<file path="config.mk">
export PLATFORM = sky130hd
export DESIGN_NAME = pmr_ram
export DESIGN_NICKNAME = d
export VERILOG_FILES = /design/src/rtl/pmr_ram.sv
export SDC_FILE = /design/constraint.sdc
export NUM_CORES = 1
export LEC_CHECK = 0
export BUFFER_PORTS_ARGS = -buffer_cell sky130_fd_sc_hd__buf_2
export CAP_MARGIN = 5
export CORE_MARGIN = 3
export CORE_UTILIZATION = 55
export DETAILED_ROUTE_END_ITERATION = 8
export GPL_TIMING_DRIVEN = 0
export PLACE_DENSITY_LB_ADDON = 0.05
export SKIP_LAST_GASP = 1
export SYNTH_ARGS = -nofsm -noshare
export SYNTH_HDL_FRONTEND = slang
export SYNTH_SLANG_ARGS = --single-unit
</file>
<file path="constraint.sdc">
create_clock -name clk -period 7.82 [get_ports clk]
set_input_delay 0.782 -clock clk [delete_from_list [all_inputs] [get_ports clk]]
set_output_delay 0.782 -clock clk [all_outputs]
set_load 0.03 [all_outputs]
</file>
<file path="src/rtl/pmr_ram.sv">
// Generic single-write, single-read RAM with registered read data.
// Used for the operand B store and the product buffer.
// No package dependencies.
module pmr_ram #(
	parameter int unsigned WIDTH = 32,
	parameter int unsigned DEPTH = 16
) (
	input  logic                     clk,
	input  logic                     we,
	input  logic [$clog2(DEPTH)-1:0] waddr,
	input  logic [WIDTH-1:0]         wdata,
	input  logic [$clog2(DEPTH)-1:0] raddr,
	output logic [WIDTH-1:0]         rdata
);

	logic [WIDTH-1:0] mem_q [DEPTH];
	logic [WIDTH-1:0] rdata_q;

	always_ff @(posedge clk) begin
		if (we) begin
			mem_q[waddr] <= wdata;
		end
		rdata_q <= mem_q[raddr];
	end

	assign rdata = rdata_q;

endmodule

</file>
==> results.yml <==
run:
  maxCapViolations: 0
synthesis:
  ys_ff_latch: 544
  synth.avg_cell_area_sq_um: 23.7
  ys_seq_area_frac: 0.807
  ys.warnings.count: 0
  syn-num-nets: 880
  syn_inst: 838
  netlist_area_sq_mm: 0.0199
  ys_types: 18
setup_path:
  max_stage_delay_ps: 600
  crit_chain: "buf_2, or3b_2, nor3_2, buf_6, buf_6"
  slowest_stage: "or3b_2"
  path_common_cell: "buf_6"
  worst_setup_path_end_kind: "register"
  arrival_ps: 2420
  cp-start-kind: "primary input"
  critPathRequiredTime_ps: 8090
  criticalPathCategory: "primary input to register"
  crit_path_max_fanout: 9
floorplan:
  initial_core_util: 0.566
  die_x_um: 196
  die_h_um: 196
  dieArea_sq_mm: 0.0384
  pin_count: 74
  core_region_area_sq_mm: 0.0351
  rows: 68
placement:
  hpwl_mm: 25.8
  portBuffers: 71
  dp_slack_ps: 5070
  dpl-instance-area_sq_mm: 0.0213
  gp_congestion: 0.724
routing:
  routedWlPerCell_um: 28.5
  vias_per_cell: 6.21
  drc: 0
  vias: 9249
  final_antenna_net_count: 0
  firstDrtPassIters: 5
  drtIter0Drc: 881
  wirelength_mm: 42.4
sta:
  max_freq_mhz: 465
  finalSetupTns_ps: 0
  setup_viol: 0
  finClkSkew_ps: 9.47
  drv_slew: 0
  worst_pin_slew_ps: 960
  max_slew_margin: 0.360
  rsz0062_at_grt: "false"
  min_period_ps: 2150
  finalCritPeriodShare: 0.275
  hold_viol: 0
  timing.final.ws_setup_ps: 5670
clocking:
  cts_root_buf: "clkbuf_16"
  cts_setup_buffers: 0
  cts_sinks: 544
  cts_tree: "yes"
  clk_latency_ps: 570
  cts_buffer_depth: 3
  cts_buffers: 53
  hold_buffers: 0
  post_cts_resized: 0
  htree_levels: 2
  clkTransAtPathRegs_ps: 60
power:
  power.leakage_nw: 7.43
  powerDensity_mw_per_mm2: 261
  ir_drop_v: 0.000231
global_route:
  grt_overflow: 0
  grt_pass1_wl_mm: 62.9
  grt_max_degree: 25
  grt_pass1_vias: 9600
  antenna_found_initial: 2
  grt.total_usage: 0.227
cells_and_area:
  final_cell_mix: "edfxtp_1 (512), mux4_2 (128), buf_2 (75)"
  final_area_sq_mm: 0.0230
  layout-drive-gt1-share: 0.326
  area_growth_syn_to_layout_pct: 15.7
  finalNetCount: 1034
  final_common_cell: "edfxtp_1"
hold_path:
  min_path_type: "primary input to register"
outcome:
  outcome: "finished clean"
## path summary, 6_finish.rpt
kind,startpoint,endpoint,slack (ps),depth (start not counted)
worst max-delay path,waddr[2],mem_q[0][29]$_DFFE_PP_,5670,5
worst min-delay path,wdata[23],mem_q[13][23]$_DFFE_PP_,580,1
worst min register to register,mem_q[14][0]$_DFFE_PP_,rdata[0]$_DFF_P_,670,3
worst max register to register,mem_q[11][19]$_DFFE_PP_,rdata[19]$_DFF_P_,6410,3
## logic make-up after synthesis
logic type / after synthesis / share of synthesized area
compound gates: 64 / 0.0242
buf+inv: 43 / 0.0112
flops: 544 / 0.807
mux: 128 / 0.145
simple gates: 59 / 0.0127
## state kept, by name, summed over array words and instances, names as in the netlist
| register | cells |
|---|---|
| mem_q | 512 |
| rdata | 32 |
## report_power, final
part           switching (mW)  internal [mW]  total, mW  leakage, nW
clock                   0.998           1.39       2.39        0.818
combinational           0.209          0.124      0.332         1.72
sequential             0.0172           3.26       3.28         4.89
## worst max-delay path, delay by kind of cell
kind	cells	cell delay (ps)
buf+inv	3	550
simple gates	2	1070
## cells in the mapped netlist (all sizes together)
library cell / count / share of area
dfxtp: 32 / 0.032
nor2: 13 / 0.0025
and2: 1 / 0.00032
clkbuf: 17 / 0.0032
nand3: 1 / 0.00025
nand2: 33 / 0.0062
nand2b: 2 / 0.00063
nand3b: 2 / 0.00076
buf: 26 / 0.0080
a22oi: 64 / 0.024
edfxtp: 512 / 0.77
or3b: 1 / 0.00044
nor3: 4 / 0.0010
nor2b: 2 / 0.00063
mux4: 128 / 0.15
## area by class of cell
| type | instances | area [sq um] |
|---|---|---|
| clock buffers | 81 | 1550 |
| repair buffers | 99 | 783 |
| fillers | 2298 | 12100 |
| clock inverters | 15 | 95.1 |
| well taps | 455 | 569 |
| plain buffers | 43 | 223 |
| multi-input cells | 251 | 3730 |
| flip-flops and latches | 544 | 16000 |
| diodes | 1 | 2.50 |
## per-layer routing
metal  wire length (um)  global-route usage
met5                 16                   0
met4                885              0.0605
met3               3010              0.0380
met2              21000               0.362
met1              17600               0.333
## through the flow
step | instances | util | hold WS [ps] | power [mW]
floorplan | 838 | - | 635 | 3.53
global placement | 1364 | 0.593 | 649 | 3.65
detailed placement | 1392 | 0.608 | 652 | 3.67
CTS | 1488 | 0.655 | 551 | 6.05
global route | 1488 | 0.655 | 577 | 6.19
finish | 1489 | 0.655 | 577 | 6.00
Power figures use the tool's default switching activity.
