File: src/rtl/pmr_pkg.sv
// Shared types and constants for the polynomial multiply-reduce block.
// Used by pmr_cell, polynomial_multiply_reduce_top and the testbench.
// No dependencies.
package pmr_pkg;

	localparam int unsigned MAX_DEGREE = 15;
	localparam int unsigned COEF_W     = 32;
	localparam int unsigned PCOEF_W    = 64;
	localparam int unsigned PDEG_W     = 5;

	localparam logic signed [PCOEF_W-1:0] SAT_MAX = {1'b0, {(PCOEF_W-1){1'b1}}};
	localparam logic signed [PCOEF_W-1:0] SAT_MIN = {1'b1, {(PCOEF_W-1){1'b0}}};

	typedef struct packed {
		logic                     operand_select;
		logic signed [COEF_W-1:0] coefficient;
		logic                     last_coefficient_in;
	} coef_word_t;

	typedef struct packed {
		logic signed [PCOEF_W-1:0] product_coefficient;
		logic [PDEG_W-1:0]         product_degree;
		logic                      last_coefficient_out;
		logic                      overflow_flag;
	} prod_word_t;

	typedef enum logic [1:0] {
		ST_LOAD,
		ST_RUN,
		ST_DRAIN,
		ST_EMIT
	} pmr_state_t;

	// common controls broadcast to every cell of the chain
	typedef struct packed {
		logic clr;
		logic mul_en;
		logic acc_en;
	} cell_ctrl_t;

endpackage

File: src/rtl/pmr_cell.sv
// One cell of the transposed convolution chain: holds one A coefficient,
// multiplies it by the broadcast B value and adds into the neighbor's sum.
// Depends on pmr_pkg.
module pmr_cell #(
	parameter int unsigned ACC_W = 68
) (
	input  logic                                  clk,
	input  pmr_pkg::cell_ctrl_t                   ctrl,
	input  logic                                  load,
	input  logic                                  active,
	input  logic signed [pmr_pkg::COEF_W-1:0]     coef_in,
	input  logic signed [pmr_pkg::COEF_W-1:0]     x,
	input  logic signed [ACC_W-1:0]               acc_in,
	output logic signed [ACC_W-1:0]               acc_out
);

	logic signed [pmr_pkg::COEF_W-1:0]  a_q;
	logic signed [pmr_pkg::PCOEF_W-1:0] prod;
	logic signed [pmr_pkg::PCOEF_W-1:0] m_s2;
	logic signed [ACC_W-1:0]            acc_q;

	assign prod = a_q * x;

	always_ff @(posedge clk) begin
		if (load) begin
			a_q <= coef_in;
		end
		// cells past the loaded count stand in for zero coefficients
		if (ctrl.mul_en) begin
			m_s2 <= active ? prod : '0;
		end
		if (ctrl.clr) begin
			acc_q <= '0;
		end else if (ctrl.acc_en) begin
			acc_q <= ACC_W'(m_s2) + acc_in;
		end
	end

	assign acc_out = acc_q;

endmodule

File: config.mk
export PLATFORM = sky130hd
export DESIGN_NAME = pmr_cell
export DESIGN_NICKNAME = d
export VERILOG_FILES = /design/src/rtl/pmr_pkg.sv /design/src/rtl/pmr_cell.sv
export SDC_FILE = /design/constraint.sdc
export NUM_CORES = 2
export LEC_CHECK = 0
export ABC_CLOCK_PERIOD_IN_PS = 10440
export BUFFER_PORTS_ARGS = -buffer_cell sky130_fd_sc_hd__buf_2
export CAP_MARGIN = 25
export CORE_UTILIZATION = 60
export CTS_BUF_LIST = sky130_fd_sc_hd__clkbuf_4 sky130_fd_sc_hd__clkbuf_8
export CTS_CLUSTER_SIZE = 12
export DETAILED_ROUTE_END_ITERATION = 7
export PLACE_DENSITY = 0.89
export SLEW_MARGIN = 10
export SYNTH_ARGS = -nofsm -noshare
export SYNTH_HDL_FRONTEND = slang
export SYNTH_SLANG_ARGS = --single-unit
File: constraint.sdc
create_clock -name clk -period 10.44 [get_ports clk]
set_input_delay 0.522 -clock clk [delete_from_list [all_inputs] [get_ports clk]]
set_output_delay 0.522 -clock clk [all_outputs]
set_load 0.005 [all_outputs]
==> results.json <==
{
  "placed_cells": 5856,
  "dominantRegCellSynth": "sky130_fd_sc_hd__edfxtp_1",
  "cp-end-kind": "flop",
  "critical_path_required_ps": 10730,
  "final_design_area_no_fill_sq_um": 47900,
  "timing.critical_path.mode_cell": "sky130_fd_sc_hd__fa_1",
  "timing.setup.tns_ps": 0,
  "regToRegStartpoint": "a_q[9]$_DFFE_PP_",
  "initial_core_util_pct": 61.1,
  "grt.total_usage_pct": 33.1,
  "critical_path.max_stage_delay_ps": 940,
  "clockBufferDepth": 2,
  "final-max-slew-violation-count": 0,
  "grt_first_pass_wirelength_um": 200000,
  "ys_async_sr_fraction_pct": 0,
  "syn_area_sq_um": 45800,
  "grt_pass1_vias": 38100,
  "cts_made_buffers": 17,
  "worstPathBufferInverterCount": 6,
  "wire_length_reported_by_the_detailed_router_um": 124000,
  "clk_latency_ps": 610,
  "fp-row-count": 100,
  "core_region_area_sq_um": 74900,
  "synth_area_per_cell_sq_um": 9.37,
  "min_period_over_period_pct": 84.3,
  "fmax_ghz": 0.114,
  "setup_viol": 0,
  "path_max_fanout": 17,
  "drive_above_1_share_pct": 6.57,
  "ys_seq_area_share_pct": 9.26,
  "initial_antenna_violation_count": 13,
  "grt_start_max_net_pins": 65,
  "drt-vias-per-instance": 5.90,
  "ys_seq_elements": 164,
  "rr_worst_depth": 26,
  "placed_cell_area_sq_um": 47400,
  "yosys-mux-area-fraction_pct": 0.743,
  "reg2reg_to": "m_s2[40]$_SDFFCE_PN0P_",
  "synth_edf_count": 96,
  "timing.max_slew.rel_slack_pct": 29.7,
  "tritoncts_clock_tree": "built",
  "global_route.overflow_total": 0,
  "cts-hold-fix-buffers": 0,
  "drtIter0Drc": 3145,
  "dominant_combinational_cell_family_by_area_after_synthesis": "adder cells",
  "synth_compound_gate_area_share_pct": 6.93,
  "place.detailed.hpwl_um": 102000,
  "hold_path.class": "input pin to flop",
  "timing.critical_path.arrival_ps": 9090,
  "path_delay_family": "adder cells",
  "critical_path.startpoint_type": "flop",
  "die_h_um": 278,
  "num-nets-final": 6378,
  "synth_fp_nets": 6361,
  "clock_tree.root_cell": "sky130_fd_sc_hd__clkbuf_8",
  "hp-start": "coef_in[2]",
  "fin_crit_period_ps": 8800,
  "chipWidth_um": 278,
  "finalHoldViolations": 0,
  "cts.reportedPaths.clkPinSlew_ps": 170,
  "post_cts_resize_count": 0,
  "cts.htree.levels": 4,
  "timing.clock.skew_ps": 61.8,
  "postCtsSetupBuffers": 0,
  "final_cell_count_no_fill": 5901,
  "drt_drc_violations_left": 0,
  "synth-adder-area-share_pct": 54.2,
  "boundaryPins": 206,
  "crit_type": "flop to flop",
  "die_area_sq_um": 77500,
  "worst_path_max_delay_cell": "sky130_fd_sc_hd__edfxtp_1",
  "hold_worst_path_end": "a_q[2]$_DFFE_PP_",
  "whs_path_depth": 1,
  "drtPass1Iterations": 8,
  "yosysUniqueCellTypes": 82,
  "cts.sink_count": 164,
  "r2r_slack_ps": 1640,
  "netlist_instances": 4889,
  "rsz0062_at_grt": "no",
  "worstMarginPinSlew_ps": 1050,
  "num-fill-cells": 5637,
  "area_growth_pct": 4.56,
  "postRouteAntennaNets": 0,
  "post_synth_and_or_nand_nor_area_fraction_pct": 16.3,
  "drt-wirelength-per-cell_um": 21.0,
  "ys_warn_count": 0,
  "io_buffer_count": 205,
  "gp_routability_congestion": 0.963,
  "via_count": 34800,
  "synth_xor_area_share_pct": 2.22,
  "drv_cap": 0,
  "status": "finished, final reports clean"
}
[how the worst max path moves through the flow]
stage	to	slack, ps	depth (start not counted)	startpoint
after floorplan	m_s2[55]$_SDFFCE_PN0P_	2480	24	x[2]
after global placement	m_s2[55]$_SDFFCE_PN0P_	1620	26	x[5]
after detailed placement	m_s2[55]$_SDFFCE_PN0P_	1490	26	x[6]
after CTS	m_s2[55]$_SDFFCE_PN0P_	1740	25	a_q[31]$_DFFE_PP_
after global routing	m_s2[61]$_SDFFCE_PN0P_	1170	26	a_q[31]$_DFFE_PP_
final	m_s2[40]$_SDFFCE_PN0P_	1640	26	a_q[9]$_DFFE_PP_
[sequential cells by signal, indices dropped and copies added, names as in the netlist]
name,count
acc_out,68
a_q,32
m_s2,64
[cell type report]
type	instances	area (sq um)	share of cell area [%]
Multi-Input combinational cell	3465	36800	76.9
Sequential cell	164	4240	8.86
Inverter	1006	3780	7.88
Timing Repair Buffer	252	1380	2.88
Tap cell	969	1210	2.53
Clock buffer	17	234	0.488
Clock inverter	15	205	0.428
Antenna cell	13	32.5	0.0679
[cells in the mapped netlist, drive strengths merged, types with 10 or more instances]
cell type  number  area [sq um]
fa           1083         21700
inv          1006          3780
nand2         596          2240
and2          538          3370
ha            251          3140
clkbuf        236           891
nor2          178           668
a21oi         150           766
edfxtp         96          2880
o21ai          93           480
a21o           84           631
dfxtp          68          1360
xnor2          65           569
xor2           51           447
nand4          36           225
mux2i          34           340
nand3          31           155
nand2b         28           175
nor3           26           135
o21bai         26           195
a31oi          23           159
and3           20           125
buf            18          83.8
a211oi         13          97.6
a21boi         11          86.3
nor2b          10          62.6
[layout by cell type, fill, tap and decap left out, types with 7 or more instances in the layout]
cell type                  netlist  layout
sky130_fd_sc_hd__nand4_1        36      36
sky130_fd_sc_hd__o211ai_1        7       7
sky130_fd_sc_hd__o21bai_1       26      26
sky130_fd_sc_hd__o21ai_1        16      16
sky130_fd_sc_hd__a21oi_1       146     146
sky130_fd_sc_hd__edfxtp_1       96      96
sky130_fd_sc_hd__fa_1         1083    1083
sky130_fd_sc_hd__nand3_1        31      31
sky130_fd_sc_hd__and2_1        538     538
sky130_fd_sc_hd__nor3_1         25      25
sky130_fd_sc_hd__inv_1        1005    1005
sky130_fd_sc_hd__and3_1         20      20
sky130_fd_sc_hd__a31oi_1        22      22
sky130_fd_sc_hd__or3_1           7       7
sky130_fd_sc_hd__nor2_1        178     178
sky130_fd_sc_hd__clkbuf_8        0      17
sky130_fd_sc_hd__o21a_1          8       8
sky130_fd_sc_hd__o21ai_0        73      73
sky130_fd_sc_hd__mux2i_1        34      34
sky130_fd_sc_hd__diode_2         0      13
sky130_fd_sc_hd__dfxtp_1        68      68
sky130_fd_sc_hd__a21boi_0        9       9
sky130_fd_sc_hd__a211oi_1       13      13
sky130_fd_sc_hd__a21o_1         84      84
sky130_fd_sc_hd__nand2_1       594     594
sky130_fd_sc_hd__xnor2_1        65      65
sky130_fd_sc_hd__xor2_1         51      51
sky130_fd_sc_hd__ha_1          251     251
sky130_fd_sc_hd__nor2b_1        10      10
sky130_fd_sc_hd__buf_2          13     205
sky130_fd_sc_hd__nand2b_1       28      28
sky130_fd_sc_hd__nor4_1          7       7
sky130_fd_sc_hd__buf_4           0      47
[cells by family after synthesis]
family,after synthesis
AOI/OAI and AO/OA,479
xor gates and xnor gates,116
muxes,34
DFF,164
adders and majority gates,1334
buffers and inverters,1260
and+or+nand+nor,1502
[per-layer routing]
metal / GRT usage (%) / part of all wire, % / routed length (um)
met1: 39.6 / 35 / 43900
met2: 55.9 / 50 / 61600
met3: 5.85 / 8.3 / 10300
met4: 20.3 / 6.4 / 7980
met5: 0 / 0.045 / 56
[through the flow]
step,util [%],hold WS (ps),setup WS [ps]
final,63.9,67.6,1640
after global routing,63.9,81.6,1170
after CTS,63.9,54.4,1740
after detailed placement,63.3,447,1490
after global placement,63.3,435,1620
after floorplan,-,442,2480
Power is left out: the tool's default activity adds up to more than one toggle a clock period on the data nets, which glitch-free logic cannot reach.
